--- src/rtl/fir14_pkg.sv ---
`timescale 1ns / 1ps
`default_nettype none
// ----------------------------------------------------------------------------
// fir14_pkg
// Shared widths, codes, state and control types of the four-output FIR filter.
// ----------------------------------------------------------------------------
package fir14_pkg;

  localparam int DATA_W       = 16;
  localparam int IDX_W        = 6;
  localparam int CH_W         = 2;
  localparam int NUM_CH       = 4;
  localparam int PROD_W       = 2 * DATA_W;
  localparam int TAPS_DEFAULT = 64;
  localparam int FRAC_W       = 15;

  localparam logic CMD_FILTER = 1'b0;
  localparam logic CMD_LOAD   = 1'b1;

  typedef enum logic [2:0] {
    ST_CLEAR,
    ST_IDLE,
    ST_RUN,
    ST_DRAIN_A,
    ST_DRAIN_B,
    ST_FINISH
  } state_t;

  typedef struct packed {
    logic clear;
    logic start;
    logic load;
    logic issue;
    logic finish;
  } ctl_t;

  typedef struct packed {
    logic tap_last;
    logic out_free;
  } sts_t;

endpackage
`default_nettype wire

--- src/rtl/fir14_ctrl.sv ---
`timescale 1ns / 1ps
`default_nettype none
// ----------------------------------------------------------------------------
// fir14_ctrl
// Sequencer: clearing pass, command accept, tap sweep, drain and result hand-off.
// ----------------------------------------------------------------------------
module fir14_ctrl (
  input  wire logic            clk,
  input  wire logic            rst,
  input  wire logic            in_valid,
  input  wire logic            in_cmd,
  input  wire fir14_pkg::sts_t sts,
  output      logic            in_ready,
  output      fir14_pkg::ctl_t ctl
);

  fir14_pkg::state_t state;
  fir14_pkg::state_t state_next;

  always_ff @(posedge clk) begin
    if (rst) begin
      state <= fir14_pkg::ST_CLEAR;
    end else begin
      state <= state_next;
    end
  end

  always_comb begin
    state_next = state;
    in_ready   = 1'b0;
    ctl        = '0;
    unique case (state)
      fir14_pkg::ST_CLEAR: begin
        ctl.clear = 1'b1;
        if (sts.tap_last) begin
          state_next = fir14_pkg::ST_IDLE;
        end
      end
      fir14_pkg::ST_IDLE: begin
        in_ready = 1'b1;
        if (in_valid) begin
          if (in_cmd == fir14_pkg::CMD_LOAD) begin
            ctl.load = 1'b1;
          end else begin
            ctl.start  = 1'b1;
            state_next = fir14_pkg::ST_RUN;
          end
        end
      end
      fir14_pkg::ST_RUN: begin
        ctl.issue = 1'b1;
        if (sts.tap_last) begin
          state_next = fir14_pkg::ST_DRAIN_A;
        end
      end
      fir14_pkg::ST_DRAIN_A: begin
        state_next = fir14_pkg::ST_DRAIN_B;
      end
      fir14_pkg::ST_DRAIN_B: begin
        state_next = fir14_pkg::ST_FINISH;
      end
      fir14_pkg::ST_FINISH: begin
        if (sts.out_free) begin
          ctl.finish = 1'b1;
          state_next = fir14_pkg::ST_IDLE;
        end
      end
      default: begin
        state_next = fir14_pkg::ST_CLEAR;
      end
    endcase
  end

  a_one_command: assert property (@(posedge clk) disable iff (rst)
    $onehot0({ctl.clear, ctl.start, ctl.load, ctl.issue, ctl.finish}))
    else $error("More than one datapath command in a cycle.");

  a_finish_after_drain: assert property (@(posedge clk) disable iff (rst)
    ctl.finish |-> $past(state == fir14_pkg::ST_DRAIN_B) || $past(state == fir14_pkg::ST_FINISH))
    else $error("Result taken before the accumulators drained.");

endmodule
`default_nettype wire

--- config.mk ---
export PLATFORM = sky130hd
export DESIGN_NAME = fir14_ctrl
export DESIGN_NICKNAME = d
export VERILOG_FILES = /design/src/rtl/fir14_pkg.sv /design/src/rtl/fir14_ctrl.sv
export SDC_FILE = /design/constraint.sdc
export NUM_CORES = 1
export LEC_CHECK = 0
export CORE_AREA = 3 3 40 42
export DETAILED_ROUTE_END_ITERATION = 7
export DIE_AREA = 0 0 43 45
export DONT_BUFFER_PORTS = 1
export REMOVE_ABC_BUFFERS = 1
export SLEW_MARGIN = 20
export SYNTH_ARGS = -nofsm -noshare
export SYNTH_HDL_FRONTEND = slang
export SYNTH_SLANG_ARGS = --single-unit
--- constraint.sdc ---
create_clock -name clk -period 2.3 [get_ports clk]
set_clock_uncertainty 0.1 [all_clocks]
set_input_delay 0.345 -clock clk [delete_from_list [all_inputs] [get_ports clk]]
set_output_delay 0.345 -clock clk [all_outputs]
set_load 0.01 [all_outputs]
==> metrics.md <==
| Metric | Value |
|---|---|
| Reg2Reg Setup Slack | `1.25 ns` |
| DRC | `0` |
| Critical Path AT | `1.23 ns` |
| # fillers | `147` |
| Synth area leaders | `dfxtp_1 33%, or2b_1 8.2%, and3_1 6.8%` |
| VDD IR max | `0.000117 V` |
| Starting density of the core | `14.3%` |
| Met2 WL | `150 um` |
| Critical Path RT | `1.86 ns` |
| I/O pin cnt | `12` |
| CP Launch Type | `flip-flop` |
| Post-CTS sizing | `0` |
| Final nets | `33` |
| CP Capture Type | `output port` |
| CP max stage delay | `0.34 ns` |
| Critical path class | `flip-flop to output port` |
| 1st-iter DRT viols | `1` |
| Die ar. | `1940 sq um` |
| Crit path max-delay family | `simple AND/OR/NAND/NOR gates` |
| Core box area | `1280 sq um` |
| Routed Antenna Nets | `0` |
| Most flops, register | `state` |
| Row count | `13` |
| Hold buffer count at CTS | `0` |
| Synthesized flop and latch total | `3` |
| Clock Path Buffers | `2` |
| Cell count after synthesis | `22` |
| Top Metal Used | `met3` |
| CTS tree | `built` |
| Slew Viols, Final | `0` |
| Remaining global-route overflow | `0` |
| Setup Viol. Count Final | `0` |
| Routed via count | `168` |
| Synth warn | `0` |
| Die outline height | `45 um` |
| Synth-to-layout area growth | `24.5%` |
| Unrepaired setup endpoints after global routing | `false` |
| Total routed wirelength | `397 um` |
| Buf/Inv on CP | `0` |
| Worst slew pin tran | `0.423 ns` |
| Routed met3 length | `88 um` |
| Layout cells sized above 1 | `19.2%` |
| Global-route wire length before repair | `710 um` |
| M1 WL | `157 um` |
| Largest register FFs | `3` |
| Post-DP HPWL | `323 um` |
| Die Width | `43 um` |
| Min Tclk post-route | `1.68 ns` |
| DRT Pass-1 Iters | `2` |
| Final Hold Violating Endpoints | `0` |
| R2R depth | `3` |
| Worst R2R End | `state[0]` |
| Yosys cell types | `15` |
| Top-count cell post-synth | `dfxtp_1` |
| Setup TNS | `0 ns` |
| Worst-path maximum fanout | `7` |
| Cell Chain, Critical Path | `nand2b_1, nor2_1, and3_1` |
| Clock latency on the worst-skew pair | `0.23 ns` |
| Post-synthesis average cell area | `8.36 sq um` |
| Initial antenna violation count | `0` |
| Max-cap viol count | `0` |
| Clock Sinks | `3` |
| Hold Crit Start | `rst` |
| Placer Congestion | `0.707` |
| Fmax achieved | `597 MHz` |
| Biggest regs | `state: 3 flops` |
| ANT cells | `0` |
| Pleak | `0.0870 nW` |
| Sequential share of the synthesized area | `32.7%` |
| Vias in the first global route | `168` |
| Number of post-CTS setup repair buffers | `0` |
| Critical R2R Launch | `state[2]` |
| Worst path slowest cell | `dfxtp_1` |
| Main synth FF type | `dfxtp_1` |
| CTS Buf Count | `3` |
| Relative slew slack | `71.6%` |
| Synthesized area | `184 sq um` |
| P per Cell Area | `732 nW/um^2` |
| Post-synth ARST share | `0%` |
| Worst hold path type | `input pin to flip-flop` |
| H-tree levels | `1` |
| Largest net degree at the start of global routing | `9` |
| Status | `complete, no violations` |
| Hold Slack | `0.0761 ns` |
| Overall routing resource usage | `5.65%` |
| Clock slew at reported path FFs | `0.03 ns` |
| Hold EP | `state[2]` |
| EDFF count, synth | `0` |
| Synth area leader | `dfxtp_1` |
| Drt wl/cell | `9.68 um` |
| Port bufs | `0` |
| DR vias/cell | `4.10` |
| Root buf cell | `clkbuf_4` |
| Period Utilization, post-route | `72.8%` |
| Share of the synthesized area in the top cell type | `32.7%` |
| Hold path depth | `1` |
-- worst max-delay path by stage --
stage / start / end / cells after the start
after floorplan: state[1] / ctl[2] / 3
after global placement: state[1] / ctl[2] / 3
after detailed placement: state[1] / ctl[2] / 3
after CTS: state[1] / ctl[2] / 3
after global routing: state[0] / ctl[2] / 3
final: state[1] / ctl[2] / 3
-- report_power, final --
group	switching, mW	leakage, nW	total, mW	internal [mW]
Sequential	0.00392	0.0245	0.0590	0.0551
Combinational	0.0113	0.0475	0.0191	0.00780
Clock	0.0247	0.0150	0.0895	0.0648
-- cells in the final DEF, fill, tap and decap left out --
cell type  count
or2b_1         2
nor2b_1        1
a21o_1         1
clkbuf_1       1
nor2_1         2
nand3b_1       1
a22oi_1        1
and3_1         2
and2_1         1
a21oi_2        1
dfxtp_1        3
o21a_1         1
clkbuf_4       3
nor3_1         2
a21oi_1        1
nand2b_1       2
nor3_2         1
-- layout make-up --
| cell class | count | area [sq um] | area share [%] |
|---|---|---|---|
| clock buffer | 4 | 26.3 | 11.5 |
| multi-input combinational | 19 | 124 | 54.1 |
| sequential | 3 | 60.1 | 26.2 |
| tap | 15 | 18.8 | 8.20 |
-- metal layers --
metal	vias to the layer above	track usage, %
met5	-	0
met3	0	5.58
met4	0	7.23
met2	10	6.29
met1	71	5.04
li1	87	-
-- stage by stage --
| step | power, mW | utilization (%) | worst slack (ns) | area (sq um) | instances |
|---|---|---|---|---|---|
| finish | 0.168 | 17.8 | 0.625 | 229 | 41 |
| global route | 0.181 | 17.8 | 0.532 | 229 | 41 |
| CTS | 0.174 | 17.8 | 0.615 | 229 | 41 |
| detailed placement | 0.0794 | 15.8 | 0.865 | 203 | 37 |
| global placement | 0.0790 | 15.8 | 0.871 | 203 | 37 |
| floorplan | 0.0758 | - | 0.937 | 184 | 22 |
-- logic make-up after synthesis --
group              synth area share, %
and+or+nand+nor                   47.6
AOI/OAI and AO/OA                 19.7
DFF                               32.7
(Power assumes the default switching activity.)
